--- config.mk ---
export PLATFORM = sky130hd
export DESIGN_NAME = golden_section_search_sequencer_flat
export DESIGN_NICKNAME = d
export VERILOG_FILES = /design/src/rtl/core/gss_pkg.sv /design/src/rtl/core/gss_item_if.sv /design/src/rtl/core/gss_result_if.sv /design/src/rtl/core/gss_cfg_if.sv /design/src/rtl/core/golden_section_search_sequencer.sv /design/src/rtl/core/gss_scale.sv /design/src/rtl/core/gss_step.sv /design/src/flat_wrapper.sv
export SDC_FILE = /design/constraint.sdc
export NUM_CORES = 2
export LEC_CHECK = 0
export BUFFER_PORTS_ARGS = -buffer_cell sky130_fd_sc_hd__buf_4
export CAP_MARGIN = 5
export CORE_ASPECT_RATIO = 1.25
export CORE_UTILIZATION = 30
export DETAILED_ROUTE_END_ITERATION = 6
export PLACE_DENSITY = 0.49
export SYNTH_ARGS = -nofsm -noshare
export SYNTH_HDL_FRONTEND = slang
export SYNTH_SLANG_ARGS = --single-unit
--- constraint.sdc ---
create_clock -name clk_i -period 21.4 [get_ports clk_i]
set_input_delay 1.07 -clock clk_i [delete_from_list [all_inputs] [get_ports clk_i]]
set_output_delay 1.07 -clock clk_i [all_outputs]
set_load 0.01 [all_outputs]
--- src/rtl/core/gss_pkg.sv ---
// Shared types, constants and codes for the golden-section search sequencer.
// Used by the channel interfaces, the step logic and the top level.
package gss_pkg;

  localparam int unsigned BW_W      = 48;
  localparam int unsigned CRIT_W    = 48;
  localparam int unsigned ITER_W    = 7;
  localparam int unsigned CFG_IDX_W = 2;
  localparam int unsigned GOLD_W    = 32;

  localparam int unsigned MAX_ITERATIONS_DEF = 100;
  localparam int unsigned FRACTION_BITS_DEF  = 16;

  // (sqrt(5)-1)/2 in Q0.32
  localparam logic [GOLD_W-1:0] GOLDEN_Q32 = 32'd2654435769;

  typedef logic [BW_W-1:0]          bw_t;
  typedef logic signed [CRIT_W-1:0] crit_t;

  localparam bw_t   BW_MAX   = {BW_W{1'b1}};
  localparam crit_t CRIT_MAX = {1'b0, {(CRIT_W-1){1'b1}}};

  // register indexes of the configuration port
  localparam logic [CFG_IDX_W-1:0] CFG_SEARCH_LOWER = 2'd0;
  localparam logic [CFG_IDX_W-1:0] CFG_SEARCH_UPPER = 2'd1;
  localparam logic [CFG_IDX_W-1:0] CFG_INTEGER_MODE = 2'd2;

  // item function codes
  localparam logic FUNC_START   = 1'b0;
  localparam logic FUNC_DELIVER = 1'b1;

  typedef enum logic [1:0] {
    PH_IDLE,
    PH_FIRST,
    PH_SECOND,
    PH_ITER
  } phase_e;

  typedef struct packed {
    logic  func;
    crit_t criterion;
    logic  criterion_failed;
  } gss_item_t;

  typedef struct packed {
    logic              probe_valid;
    bw_t               probe_bandwidth;
    logic              done_res;
    bw_t               best_bandwidth;
    logic              record_valid;
    bw_t               record_bandwidth;
    crit_t             record_criterion;
    logic [ITER_W-1:0] iterations;
  } gss_result_t;

  typedef struct packed {
    bw_t               step_length;
    bw_t               upper_probe;
    bw_t               lower_probe;
    crit_t             upper_value;
    crit_t             lower_value;
    logic [ITER_W-1:0] iteration_count;
    phase_e            phase;
    logic              pending_is_upper;
  } gss_state_t;

endpackage

--- src/rtl/core/gss_item_if.sv ---
// Input item channel of the golden-section search sequencer.
// Depends on gss_pkg for field widths.
interface gss_item_if;
  logic              valid;
  logic              ready;
  logic              func;
  gss_pkg::crit_t    criterion;
  logic              criterion_failed;

  modport source (output valid, func, criterion, criterion_failed, input ready);
  modport sink   (input valid, func, criterion, criterion_failed, output ready);
endinterface

--- src/rtl/core/gss_result_if.sv ---
// Result item channel of the golden-section search sequencer.
// Depends on gss_pkg for field widths.
interface gss_result_if;
  logic                       valid;
  logic                       ready;
  logic                       probe_valid;
  gss_pkg::bw_t               probe_bandwidth;
  logic                       done_res;
  gss_pkg::bw_t               best_bandwidth;
  logic                       record_valid;
  gss_pkg::bw_t               record_bandwidth;
  gss_pkg::crit_t             record_criterion;
  logic [gss_pkg::ITER_W-1:0] iterations;

  modport source (
    output valid, probe_valid, probe_bandwidth, done_res, best_bandwidth,
           record_valid, record_bandwidth, record_criterion, iterations,
    input  ready
  );
  modport sink (
    input  valid, probe_valid, probe_bandwidth, done_res, best_bandwidth,
           record_valid, record_bandwidth, record_criterion, iterations,
    output ready
  );
endinterface

--- src/rtl/core/gss_cfg_if.sv ---
// Configuration write channel of the golden-section search sequencer.
// Depends on gss_pkg for index and data widths.
interface gss_cfg_if;
  logic                          valid;
  logic                          ready;
  logic [gss_pkg::CFG_IDX_W-1:0] index;
  gss_pkg::bw_t                  data;

  modport source (output valid, index, data, input ready);
  modport sink   (input valid, index, data, output ready);
endinterface

--- src/rtl/core/golden_section_search_sequencer.sv ---
// Golden-section search sequencer, top level.
// Path: a result item leaves through the input register, then the step logic
// into the result register.
// Throughput: one item per cycle while results are taken; the golden-ratio
// multiply and the compares of the step logic fit between the two registers.
// Reset: search state, phase, configuration and valid flags clear at once; no clearing pass.
module golden_section_search_sequencer #(
  parameter int unsigned MAX_ITERATIONS = gss_pkg::MAX_ITERATIONS_DEF,
  parameter int unsigned FRACTION_BITS  = gss_pkg::FRACTION_BITS_DEF
) (
  input  logic              clk_i,
  input  logic              rst_ni,
  gss_item_if.sink          item_i,
  gss_result_if.source      result_o,
  gss_cfg_if.sink           cfg_i
);

  gss_pkg::bw_t         search_lower_q;
  gss_pkg::bw_t         search_upper_q;
  logic                 integer_mode_q;

  logic                 item_valid_q;
  gss_pkg::gss_item_t   item_q;
  logic                 out_valid_q;
  gss_pkg::gss_result_t out_q;

  gss_pkg::gss_state_t  state_q;
  gss_pkg::gss_state_t  state_d;
  gss_pkg::gss_result_t result_d;

  logic                 advance;
  logic                 fire;

  // configuration registers
  assign cfg_i.ready = 1'b1;

  always_ff @(posedge clk_i or negedge rst_ni) begin
    if (!rst_ni) begin
      search_lower_q <= '0;
      search_upper_q <= '0;
      integer_mode_q <= 1'b0;
    end else if (cfg_i.valid) begin
      unique case (cfg_i.index)
        gss_pkg::CFG_SEARCH_LOWER: search_lower_q <= cfg_i.data;
        gss_pkg::CFG_SEARCH_UPPER: search_upper_q <= cfg_i.data;
        gss_pkg::CFG_INTEGER_MODE: integer_mode_q <= cfg_i.data[0];
        default: ;
      endcase
    end
  end

  // step the held item when the result register is free or being drained
  assign advance      = !out_valid_q || result_o.ready;
  assign fire         = item_valid_q && advance;
  assign item_i.ready = !item_valid_q || advance;

  always_ff @(posedge clk_i or negedge rst_ni) begin
    if (!rst_ni) begin
      item_valid_q <= 1'b0;
      out_valid_q  <= 1'b0;
    end else begin
      if (item_i.ready) begin
        item_valid_q <= item_i.valid;
      end
      if (advance) begin
        out_valid_q <= item_valid_q;
      end
    end
  end

  always_ff @(posedge clk_i) begin
    if (item_i.ready && item_i.valid) begin
      item_q.func             <= item_i.func;
      item_q.criterion        <= item_i.criterion;
      item_q.criterion_failed <= item_i.criterion_failed;
    end
    if (fire) begin
      out_q <= result_d;
    end
  end

  gss_step #(
    .MAX_ITERATIONS (MAX_ITERATIONS),
    .FRACTION_BITS  (FRACTION_BITS)
  ) u_step (
    .state_i        (state_q),
    .item_i         (item_q),
    .search_lower_i (search_lower_q),
    .search_upper_i (search_upper_q),
    .integer_mode_i (integer_mode_q),
    .state_o        (state_d),
    .result_o       (result_d)
  );

  always_ff @(posedge clk_i or negedge rst_ni) begin
    if (!rst_ni) begin
      state_q.step_length      <= '0;
      state_q.upper_probe      <= '0;
      state_q.lower_probe      <= '0;
      state_q.upper_value      <= gss_pkg::CRIT_MAX;
      state_q.lower_value      <= gss_pkg::CRIT_MAX;
      state_q.iteration_count  <= '0;
      state_q.phase            <= gss_pkg::PH_IDLE;
      state_q.pending_is_upper <= 1'b1;
    end else if (fire) begin
      state_q <= state_d;
    end
  end

  assign result_o.valid            = out_valid_q;
  assign result_o.probe_valid      = out_q.probe_valid;
  assign result_o.probe_bandwidth  = out_q.probe_bandwidth;
  assign result_o.done_res         = out_q.done_res;
  assign result_o.best_bandwidth   = out_q.best_bandwidth;
  assign result_o.record_valid     = out_q.record_valid;
  assign result_o.record_bandwidth = out_q.record_bandwidth;
  assign result_o.record_criterion = out_q.record_criterion;
  assign result_o.iterations       = out_q.iterations;

  a_iter_bound: assert property (@(posedge clk_i) disable iff (!rst_ni)
    state_q.iteration_count <= gss_pkg::ITER_W'(MAX_ITERATIONS))
    else $error("iteration count past limit");

  a_probe_or_done: assert property (@(posedge clk_i) disable iff (!rst_ni)
    out_valid_q |-> !(out_q.probe_valid && out_q.done_res))
    else $error("result both probes and finishes");

  a_record_taken: assert property (@(posedge clk_i) disable iff (!rst_ni)
    (fire && item_q.func == gss_pkg::FUNC_DELIVER && !item_q.criterion_failed
     && state_q.phase != gss_pkg::PH_IDLE) |=> (out_valid_q && out_q.record_valid))
    else $error("good criterion not echoed for recording");

  a_start_probes: assert property (@(posedge clk_i) disable iff (!rst_ni)
    (fire && item_q.func == gss_pkg::FUNC_START)
      |=> (state_q.phase == gss_pkg::PH_FIRST && out_q.probe_valid))
    else $error("start did not issue first probe");

endmodule

--- src/rtl/core/gss_scale.sv ---
// Golden-ratio step scaler: y = floor(x * GOLDEN_Q32 / 2^32).
// Two half-width partial products; depends on gss_pkg.
module gss_scale (
  input  gss_pkg::bw_t x_i,
  output gss_pkg::bw_t y_o
);

  localparam int unsigned SPLIT  = gss_pkg::BW_W / 2;
  localparam int unsigned PROD_W = SPLIT + gss_pkg::GOLD_W;

  logic [SPLIT-1:0]          part_hi;
  logic [SPLIT-1:0]          part_lo;
  logic [PROD_W-1:0]         prod_hi;
  logic [PROD_W-1:0]         prod_lo;
  logic [PROD_W:0]           low_sum;
  logic [gss_pkg::BW_W:0]    total;

  assign part_hi = x_i[gss_pkg::BW_W-1:SPLIT];
  assign part_lo = x_i[SPLIT-1:0];
  assign prod_hi = PROD_W'(part_hi) * PROD_W'(gss_pkg::GOLDEN_Q32);
  assign prod_lo = PROD_W'(part_lo) * PROD_W'(gss_pkg::GOLDEN_Q32);

  // low partial product plus the bits of the high one that fall below 2^32
  assign low_sum = (PROD_W+1)'({prod_hi[7:0], {SPLIT{1'b0}}}) + (PROD_W+1)'(prod_lo);
  assign total   = (gss_pkg::BW_W+1)'(prod_hi[PROD_W-1:8])
                 + (gss_pkg::BW_W+1)'(low_sum[PROD_W:gss_pkg::GOLD_W]);
  assign y_o     = total[gss_pkg::BW_W-1:0];

endmodule

--- src/rtl/core/gss_step.sv ---
// Step logic of the search: next state and result item for one input item.
// Uses gss_scale for the golden-ratio step and gss_pkg types.
module gss_step #(
  parameter int unsigned MAX_ITERATIONS = gss_pkg::MAX_ITERATIONS_DEF,
  parameter int unsigned FRACTION_BITS  = gss_pkg::FRACTION_BITS_DEF
) (
  input  gss_pkg::gss_state_t  state_i,
  input  gss_pkg::gss_item_t   item_i,
  input  gss_pkg::bw_t         search_lower_i,
  input  gss_pkg::bw_t         search_upper_i,
  input  logic                 integer_mode_i,
  output gss_pkg::gss_state_t  state_o,
  output gss_pkg::gss_result_t result_o
);

  localparam int unsigned  EPS_INT   = ((1 << FRACTION_BITS) + 5000) / 10000;
  localparam gss_pkg::bw_t EPS       = gss_pkg::BW_W'(EPS_INT);
  localparam gss_pkg::bw_t FRAC_MASK = gss_pkg::BW_W'((64'd1 << FRACTION_BITS) - 64'd1);
  localparam gss_pkg::bw_t HALF      = gss_pkg::BW_W'(64'd1 << (FRACTION_BITS - 1));
  localparam logic [gss_pkg::ITER_W-1:0] ITER_LIMIT = gss_pkg::ITER_W'(MAX_ITERATIONS);

  function automatic gss_pkg::bw_t shape_floor(gss_pkg::bw_t x, logic int_mode);
    return int_mode ? (x & ~FRAC_MASK) : x;
  endfunction

  function automatic gss_pkg::bw_t shape_round(gss_pkg::bw_t x, logic int_mode);
    logic [gss_pkg::BW_W:0] s;
    gss_pkg::bw_t           r;
    s = {1'b0, x} + {1'b0, HALF};
    r = s[gss_pkg::BW_W] ? gss_pkg::BW_MAX : s[gss_pkg::BW_W-1:0];
    return int_mode ? (r & ~FRAC_MASK) : x;
  endfunction

  gss_pkg::bw_t   span_lo;
  gss_pkg::bw_t   span_hi;
  gss_pkg::bw_t   scale_in;
  gss_pkg::bw_t   scaled;
  gss_pkg::crit_t value;
  gss_pkg::crit_t upper_value_new;
  gss_pkg::crit_t lower_value_new;
  logic signed [gss_pkg::CRIT_W:0] value_diff;
  logic [gss_pkg::CRIT_W:0]        value_mag;
  logic [gss_pkg::ITER_W-1:0]      iter_new;
  logic                            keep_going;
  logic [gss_pkg::BW_W:0]          up_sum;
  gss_pkg::bw_t                    up_sat;
  gss_pkg::bw_t                    down_clamp;
  gss_pkg::gss_state_t             nxt;
  gss_pkg::gss_result_t            res;

  gss_scale u_scale (
    .x_i (scale_in),
    .y_o (scaled)
  );

  always_comb begin
    // swapped ends are put in order
    if (search_lower_i > search_upper_i) begin
      span_lo = search_upper_i;
      span_hi = search_lower_i;
    end else begin
      span_lo = search_lower_i;
      span_hi = search_upper_i;
    end
    scale_in = (item_i.func == gss_pkg::FUNC_START) ? (span_hi - span_lo)
                                                   : state_i.step_length;

    value           = item_i.criterion_failed ? gss_pkg::CRIT_MAX : item_i.criterion;
    upper_value_new = state_i.pending_is_upper ? value : state_i.upper_value;
    lower_value_new = state_i.pending_is_upper ? state_i.lower_value : value;
    iter_new        = state_i.iteration_count
                    + gss_pkg::ITER_W'(state_i.phase == gss_pkg::PH_ITER);

    value_diff = (gss_pkg::CRIT_W+1)'(lower_value_new) - (gss_pkg::CRIT_W+1)'(upper_value_new);
    value_mag  = value_diff[gss_pkg::CRIT_W] ? -value_diff : value_diff;
    keep_going = (state_i.step_length > EPS) && (value_mag > {1'b0, EPS})
              && (iter_new < ITER_LIMIT);

    up_sum     = {1'b0, state_i.lower_probe} + {1'b0, scaled};
    up_sat     = up_sum[gss_pkg::BW_W] ? gss_pkg::BW_MAX : up_sum[gss_pkg::BW_W-1:0];
    down_clamp = (state_i.upper_probe > scaled) ? (state_i.upper_probe - scaled) : '0;

    nxt = state_i;
    res = '0;

    if (item_i.func == gss_pkg::FUNC_START) begin
      nxt.step_length      = scaled;
      nxt.upper_probe      = shape_floor(span_lo + scaled, integer_mode_i);
      nxt.lower_probe      = shape_round(span_hi - scaled, integer_mode_i);
      nxt.upper_value      = gss_pkg::CRIT_MAX;
      nxt.lower_value      = gss_pkg::CRIT_MAX;
      nxt.iteration_count  = '0;
      nxt.pending_is_upper = 1'b1;
      nxt.phase            = gss_pkg::PH_FIRST;
      res.probe_valid      = 1'b1;
      res.probe_bandwidth  = nxt.upper_probe;
    end else if (state_i.phase != gss_pkg::PH_IDLE) begin
      nxt.upper_value = upper_value_new;
      nxt.lower_value = lower_value_new;
      if (!item_i.criterion_failed) begin
        res.record_valid     = 1'b1;
        res.record_criterion = item_i.criterion;
        res.record_bandwidth = state_i.pending_is_upper ? state_i.upper_probe
                                                        : state_i.lower_probe;
      end
      if (state_i.phase == gss_pkg::PH_FIRST) begin
        nxt.pending_is_upper = 1'b0;
        nxt.phase            = gss_pkg::PH_SECOND;
        res.probe_valid      = 1'b1;
        res.probe_bandwidth  = state_i.lower_probe;
      end else begin
        nxt.iteration_count = iter_new;
        if (keep_going) begin
          nxt.step_length = scaled;
          nxt.phase       = gss_pkg::PH_ITER;
          res.probe_valid = 1'b1;
          if (upper_value_new < lower_value_new) begin
            // keep the upper side: old upper probe becomes the lower one
            nxt.lower_probe      = state_i.upper_probe;
            nxt.upper_probe      = shape_round(up_sat, integer_mode_i);
            nxt.lower_value      = upper_value_new;
            nxt.pending_is_upper = 1'b1;
            res.probe_bandwidth  = nxt.upper_probe;
          end else begin
            nxt.upper_probe      = state_i.lower_probe;
            nxt.lower_probe      = shape_floor(down_clamp, integer_mode_i);
            nxt.upper_value      = lower_value_new;
            nxt.pending_is_upper = 1'b0;
            res.probe_bandwidth  = nxt.lower_probe;
          end
        end else begin
          nxt.phase    = gss_pkg::PH_IDLE;
          res.done_res = 1'b1;
        end
      end
    end

    res.best_bandwidth = (nxt.upper_value < nxt.lower_value) ? nxt.upper_probe
                                                             : nxt.lower_probe;
    res.iterations     = nxt.iteration_count;
  end

  assign state_o  = nxt;
  assign result_o = res;

endmodule

--- src/flat_wrapper.sv ---
// flat-port wrapper written by rule: the top's interface ports become plain ports
module golden_section_search_sequencer_flat 
#(
  parameter int unsigned MAX_ITERATIONS = gss_pkg::MAX_ITERATIONS_DEF,
  parameter int unsigned FRACTION_BITS  = gss_pkg::FRACTION_BITS_DEF
)
  (clk_i, rst_ni, item_i_valid, item_i_func, item_i_criterion, item_i_criterion_failed, item_i_ready, result_o_valid, result_o_probe_valid, result_o_probe_bandwidth, result_o_done_res, result_o_best_bandwidth, result_o_record_valid, result_o_record_bandwidth, result_o_record_criterion, result_o_iterations, result_o_ready, cfg_i_valid, cfg_i_index, cfg_i_data, cfg_i_ready);
  gss_item_if item_i_i ();
  gss_result_if result_o_i ();
  gss_cfg_if cfg_i_i ();
  input  logic clk_i;
  input  logic rst_ni;
  input wire logic [$bits(item_i_i.valid)-1:0] item_i_valid;
  input wire logic [$bits(item_i_i.func)-1:0] item_i_func;
  input wire logic [$bits(item_i_i.criterion)-1:0] item_i_criterion;
  input wire logic [$bits(item_i_i.criterion_failed)-1:0] item_i_criterion_failed;
  output wire logic [$bits(item_i_i.ready)-1:0] item_i_ready;
  output wire logic [$bits(result_o_i.valid)-1:0] result_o_valid;
  output wire logic [$bits(result_o_i.probe_valid)-1:0] result_o_probe_valid;
  output wire logic [$bits(result_o_i.probe_bandwidth)-1:0] result_o_probe_bandwidth;
  output wire logic [$bits(result_o_i.done_res)-1:0] result_o_done_res;
  output wire logic [$bits(result_o_i.best_bandwidth)-1:0] result_o_best_bandwidth;
  output wire logic [$bits(result_o_i.record_valid)-1:0] result_o_record_valid;
  output wire logic [$bits(result_o_i.record_bandwidth)-1:0] result_o_record_bandwidth;
  output wire logic [$bits(result_o_i.record_criterion)-1:0] result_o_record_criterion;
  output wire logic [$bits(result_o_i.iterations)-1:0] result_o_iterations;
  input wire logic [$bits(result_o_i.ready)-1:0] result_o_ready;
  input wire logic [$bits(cfg_i_i.valid)-1:0] cfg_i_valid;
  input wire logic [$bits(cfg_i_i.index)-1:0] cfg_i_index;
  input wire logic [$bits(cfg_i_i.data)-1:0] cfg_i_data;
  output wire logic [$bits(cfg_i_i.ready)-1:0] cfg_i_ready;
  assign item_i_i.valid = item_i_valid;
  assign item_i_i.func = item_i_func;
  assign item_i_i.criterion = item_i_criterion;
  assign item_i_i.criterion_failed = item_i_criterion_failed;
  assign item_i_ready = item_i_i.ready;
  assign result_o_valid = result_o_i.valid;
  assign result_o_probe_valid = result_o_i.probe_valid;
  assign result_o_probe_bandwidth = result_o_i.probe_bandwidth;
  assign result_o_done_res = result_o_i.done_res;
  assign result_o_best_bandwidth = result_o_i.best_bandwidth;
  assign result_o_record_valid = result_o_i.record_valid;
  assign result_o_record_bandwidth = result_o_i.record_bandwidth;
  assign result_o_record_criterion = result_o_i.record_criterion;
  assign result_o_iterations = result_o_i.iterations;
  assign result_o_i.ready = result_o_ready;
  assign cfg_i_i.valid = cfg_i_valid;
  assign cfg_i_i.index = cfg_i_index;
  assign cfg_i_i.data = cfg_i_data;
  assign cfg_i_ready = cfg_i_i.ready;
  golden_section_search_sequencer #(.MAX_ITERATIONS(MAX_ITERATIONS), .FRACTION_BITS(FRACTION_BITS)) u_core (.clk_i(clk_i), .rst_ni(rst_ni), .item_i(item_i_i), .result_o(result_o_i), .cfg_i(cfg_i_i));
endmodule
# After elaboration in Yosys (flattened, before gate mapping)
# Index checks and enable logic that the tools add are counted.
op_classes:
  add_sub_neg: 12
  n_mul: 2
  magnitude_cmp: 7
  eq_ne: 8
  n_mux: 35
  n_bitwise: 2
  reduce_logical: 19
op_table:
  columns: ["op", "count"]
  rows:
  - ["two-way mux 48 bit", 17]
  - ["two-way mux 250 bit", 2]
  - ["two-way mux 247 bit", 1]
  - ["two-way mux 240 bit", 1]
  - ["two-way mux 49 bit", 3]
  - ["subtractor 48 bit", 3]
  - ["multiplier 24 x 32 -> 56 bit (second input constant)", 2]
  - ["adder 48 x 16 -> 49 bit (second input constant)", 2]
  - ["two-way mux 97 bit", 1]
  - ["greater-than comparator 48 bit", 2]
  - ["< comparator 48 bit", 2]
  - ["two-way mux 96 bit", 1]
  - ["adder 32 x 56 -> 57 bit", 1]
  - ["two-way mux 50 bit", 1]
  - ["adder 48 x 48 -> 49 bit", 1]
  - ["greater-than comparator 49 x 3 -> 1 bit (second input constant)", 1]
  - ["negation 49 bit", 1]
  - ["subtractor 48 x 48 -> 49 bit", 1]
  - ["adder 48 x 25 -> 48 bit", 1]
  - ["adder 48 bit", 1]
  - ["greater-than comparator 48 x 3 -> 1 bit (second input constant)", 1]
  - ["two-way mux 16 bit", 2]
  - ["AND reduction 2 bit", 5]
  - ["adder 7 x 1 -> 7 bit", 1]
  - ["other kinds (17)", 31]
word_totals:
  ff_bits: 601
  inputBits: 105
  out_inout_bits: 205
  word_cells: 109

# Depth between registers and ports, before layout
logic_depth:
  ltp_word: 19
  mapped_depth: 97
  ltp_nobuf: 90

# Modules after synthesis
# From an unflattened synthesis, not the netlist that was laid out.
hier_totals:
  cells_unflattened: 9540
  area_unflattened_um2: 83779.1
modules_own_cells:
  columns: ["module", "instances", "cells_per_inst", "area_each_um2", "seq_area_each_um2"]
  rows:
  - ["gss_step", 1, 5673, 34403.0, 0.0]
  - ["gss_scale", 1, 2870, 27826.7, 0.0]
  - ["golden_section_search_sequencer", 1, 997, 21549.4, 16419.5]

# Worst setup path before layout
# No wires, ideal clock.
synth_timing:
  path_kind: "reg2reg"
  from: "register u_core.search_lower_q[13]"
  to: "register u_core.out_q, in the netlist u_core.result_o.best_bandwidth[47] (data pin)"
  setup_ps: 262
  arrival_ps: 19950
  required_ps: 21138
  slack_ps: 1188
  stages_incl_launch_ff: 93
  n_path_buf: 8
  period_less_slack_ps: 20212
  path_cell_list: "dfrtp_1 > ha_1 > a21o_1 > a21o_1 > a21oi_1 > nor4b_1 > o211ai_1 > clkbuf_1 > nand2_1 > clkbuf_1 > clkbuf_1 > nand2_1 > o22a_1 > ha_1 > a31o_2 > o211ai_1 > a31oi_1 > o31a_1 > (+57 left out) > a311oi_1 > o31ai_1 > a311o_1 > clkbuf_1 > clkbuf_1 > buf_1 > nand2_1 > ha_1 > and2_1 > clkbuf_1 > a41o_1 > and2_1 > a31oi_1 > a211oi_1 > a211o_1 > o21ai_0 > o21bai_1 > mux2_1"
synth_rtl:
  columns: ["element", "line", "source"]
  rows:
  - ["start, declared", "golden_section_search_sequencer.sv:18", "gss_pkg::bw_t search_lower_q;"]
  - ["start signal, assigned", "golden_section_search_sequencer.sv:44", "gss_pkg::CFG_SEARCH_LOWER: search_lower_q <= cfg_i.data;"]
  - ["end signal, assigned", "golden_section_search_sequencer.sv:78", "out_q <= result_d;"]
  - ["end, declared", "golden_section_search_sequencer.sv:25", "gss_pkg::gss_result_t out_q;"]

==> results.json <==
{
  "status": "finished clean",
  "final_common_cell": "inv_1",
  "viasPerCell": 5.381,
  "detail_route.wl_per_cell_um": 25.77,
  "clock_latency_ps": 710,
  "crit_fanout": 55,
  "critPathRequiredTime_ps": 21800,
  "worst_setup_path_start_kind": "flop",
  "drive_above_1_share_pct": 10.78,
  "dr_total_vias": 69104,
  "grt_use_met3_pct": 2.381,
  "final_cell_mix": "1225 x inv_1, 873 x ha_1, 701 x nand2_1, 646 x fa_1, 569 x o21ai_0",
  "cts_hold_buffers": 0,
  "yosys_register_bits": 601,
  "clock.fmax_mhz": 49.05,
  "drt.antenna.violating_nets": 0,
  "cts-root-buf": "clkbuf_16",
  "cts_tree": "built",
  "crit_family": "compound AO/OA/AOI/OAI gates",
  "yosysTopAreaCellShare_pct": 16.24,
  "drv_cap": 0,
  "slowest_stage": "or4_1",
  "min_path_type": "in2async",
  "path_buf_inv": 11,
  "drtIter0Drc": 5258,
  "cp_slowest_stage_delay_ps": 640,
  "remaining_drc_errors": 0,
  "area_growth_pct": 12.08,
  "num_rows": 211,
  "async_flop_share_pct": 58.07,
  "clk_pin_slew_ps": 70,
  "max_slew_margin_pct": 10.01,
  "coreArea_sq_um": 264000,
  "worst-setup-path-type": "reg2reg",
  "synth_flop_cell": "dfrtp_1",
  "pin_count": 310,
  "setup_ws_ps": 1014,
  "hpwl_mm": 274.8,
  "worstPathArrival_ps": 20790,
  "final_core_util_pct": 33.81,
  "grt_max_degree": 158,
  "dieArea_sq_um": 267500,
  "grt_overflow": 0,
  "dr.pass1.iters": 7,
  "ys_types": 104,
  "crit_top_cell": "ha_1",
  "final_nets": 10899,
  "dieWidth_um": 462.8,
  "setup_violations": 0,
  "r2r-end": "u_core.result_o.best_bandwidth[45]",
  "maxSlewViolCount": 0,
  "cp-end-kind": "flop",
  "regToRegStartpoint": "u_core.search_upper_q[42]",
  "fp.dieH_um": 578,
  "ys_warn_count": 0,
  "synth_nets": 10663,
  "syn-instance-count": 9036,
  "ys_seq_area_share_pct": 20.62,
  "start_util_pct": 30.16,
  "gr-usage-all-layers_pct": 24.16,
  "grt_pass1_wl_mm": 480.1,
  "synth_edf_count": 252,
  "r2r_setup_slack_ps": 1010,
  "dpl_worst_slack_ps": 387.3,
  "syn_area_sq_um": 79630,
  "ys_top_cells_by_area": "fa_1 16%, ha_1 14%, edfxtp_1 9.5%",
  "met1_usage_pct": 29.73,
  "final_hold_viol_count": 0,
  "rsz0062_at_grt": "true",
  "r2r_cells": 78,
  "port_buffers": 308,
  "yosys.area.top_type": "fa_1",
  "cts_buffer_depth": 3,
  "postSynthAreaPerCell_sq_um": 8.812,
  "place_congestion": 0.9756,
  "fin_crit_ps": 20390,
  "grt_most_used_layer": "met2",
  "drt_wl_total_mm": 331.0,
  "skew_ps": 57.69,
  "h-tree-depth": 3,
  "grt_pass1_vias": 70643,
  "cts.sink_count": 601,
  "gr-usage-met2_pct": 42.56,
  "grt_antenna_before_repair": 21,
  "tightest_slew_ps": 1340,
  "period_share_pct": 95.26,
  "cts_buffers": 69
}
## area by class of cell
class	count	area (sq um)
sequential	601	16420
antenna	2	5.005
tap	3514	4397
clock inverter	38	431.7
fill	27452	174800
clock buffer	88	1892
inverter	1228	4617
multi-input combinational	6838	57400
timing repair buffer	534	4079
## per-stage QoR
stage / instance area, sq um / hold WS [ps] / instances / setup TNS, ps
finish: 89250 / 294.4 / 12843 / 0
global route: 89250 / 312.5 / 12842 / -5.084
CTS: 89110 / 271.8 / 12838 / 0
detailed placement: 86790 / 465.7 / 12712 / 0
global placement: 86790 / 460.6 / 12712 / 0
floorplan: 79630 / 444.4 / 9036 / 0
## timing repair
| item | 4_1_cts | 5_1_grt |
|---|---|---|
| endpoints found under the setup margin | 0 | 170 |
| resized for setup | 0 | 31 |
| setup buffers | 0 | 3 |
| endpoints found under the hold margin | 0 | 0 |
## worst max-delay path by stage
stage	from	end	slack, ps	cells past startpoint
after CTS	u_core.search_upper_q[41]	u_core.result_o.best_bandwidth[45]	270	87
after global placement	u_core.search_upper_q[44]	u_core.result_o.best_bandwidth[45]	540	86
after detailed placement	u_core.search_lower_q[44]	u_core.result_o.best_bandwidth[45]	390	83
after global routing	u_core.search_upper_q[42]	u_core.result_o.best_bandwidth[19]	-5	83
final	u_core.search_upper_q[42]	u_core.result_o.best_bandwidth[45]	1010	78
after floorplan	u_core.search_lower_q[13]	u_core.result_o.best_bandwidth[47]	1190	92
## layer usage
metal,vias to the layer above,routed length [um]
li1,32072,-
met1,34481,137000
met2,2079,162400
met3,464,14770
met4,8,16670
met5,-,49
## logic make-up after synthesis
kind of cell	share of synthesized area, %
DFF	20.62
adders and majority gates	30.01
buffers and inverters	7.645
muxes	4.739
xor gates and xnor gates	4.181
AOI/OAI and AO/OA	19.70
and+or+nand+nor	13.10
other	0.004709
## Yosys cell counts, types with 152 or more instances
| cell type | count |
|---|---|
| a21o_1 | 263 |
| a21oi_1 | 539 |
| clkbuf_1 | 301 |
| dfrtp_1 | 254 |
| edfxtp_1 | 252 |
| fa_1 | 646 |
| ha_1 | 876 |
| inv_1 | 1225 |
| mux2i_1 | 206 |
| nand2_1 | 706 |
| nand3_1 | 152 |
| nor2_1 | 552 |
| o21ai_0 | 577 |
| xnor2_1 | 248 |
## flip-flops by register name (all words and copies together) (netlist names), 7 cells and up
| name | cells |
|---|---|
| u_core.result_o.record_bandwidth | 48 |
| u_core.result_o.record_criterion | 48 |
| u_core.search_lower_q | 48 |
| u_core.search_upper_q | 48 |
| u_core.state_q | 250 |
| u_core.result_o.probe_bandwidth | 48 |
| u_core.result_o.best_bandwidth | 48 |
| u_core.result_o.iterations | 7 |
| u_core.item_q | 50 |
Power is left out: the tool's default activity adds up to more than one toggle a clock period on the data nets, which glitch-free logic cannot reach.
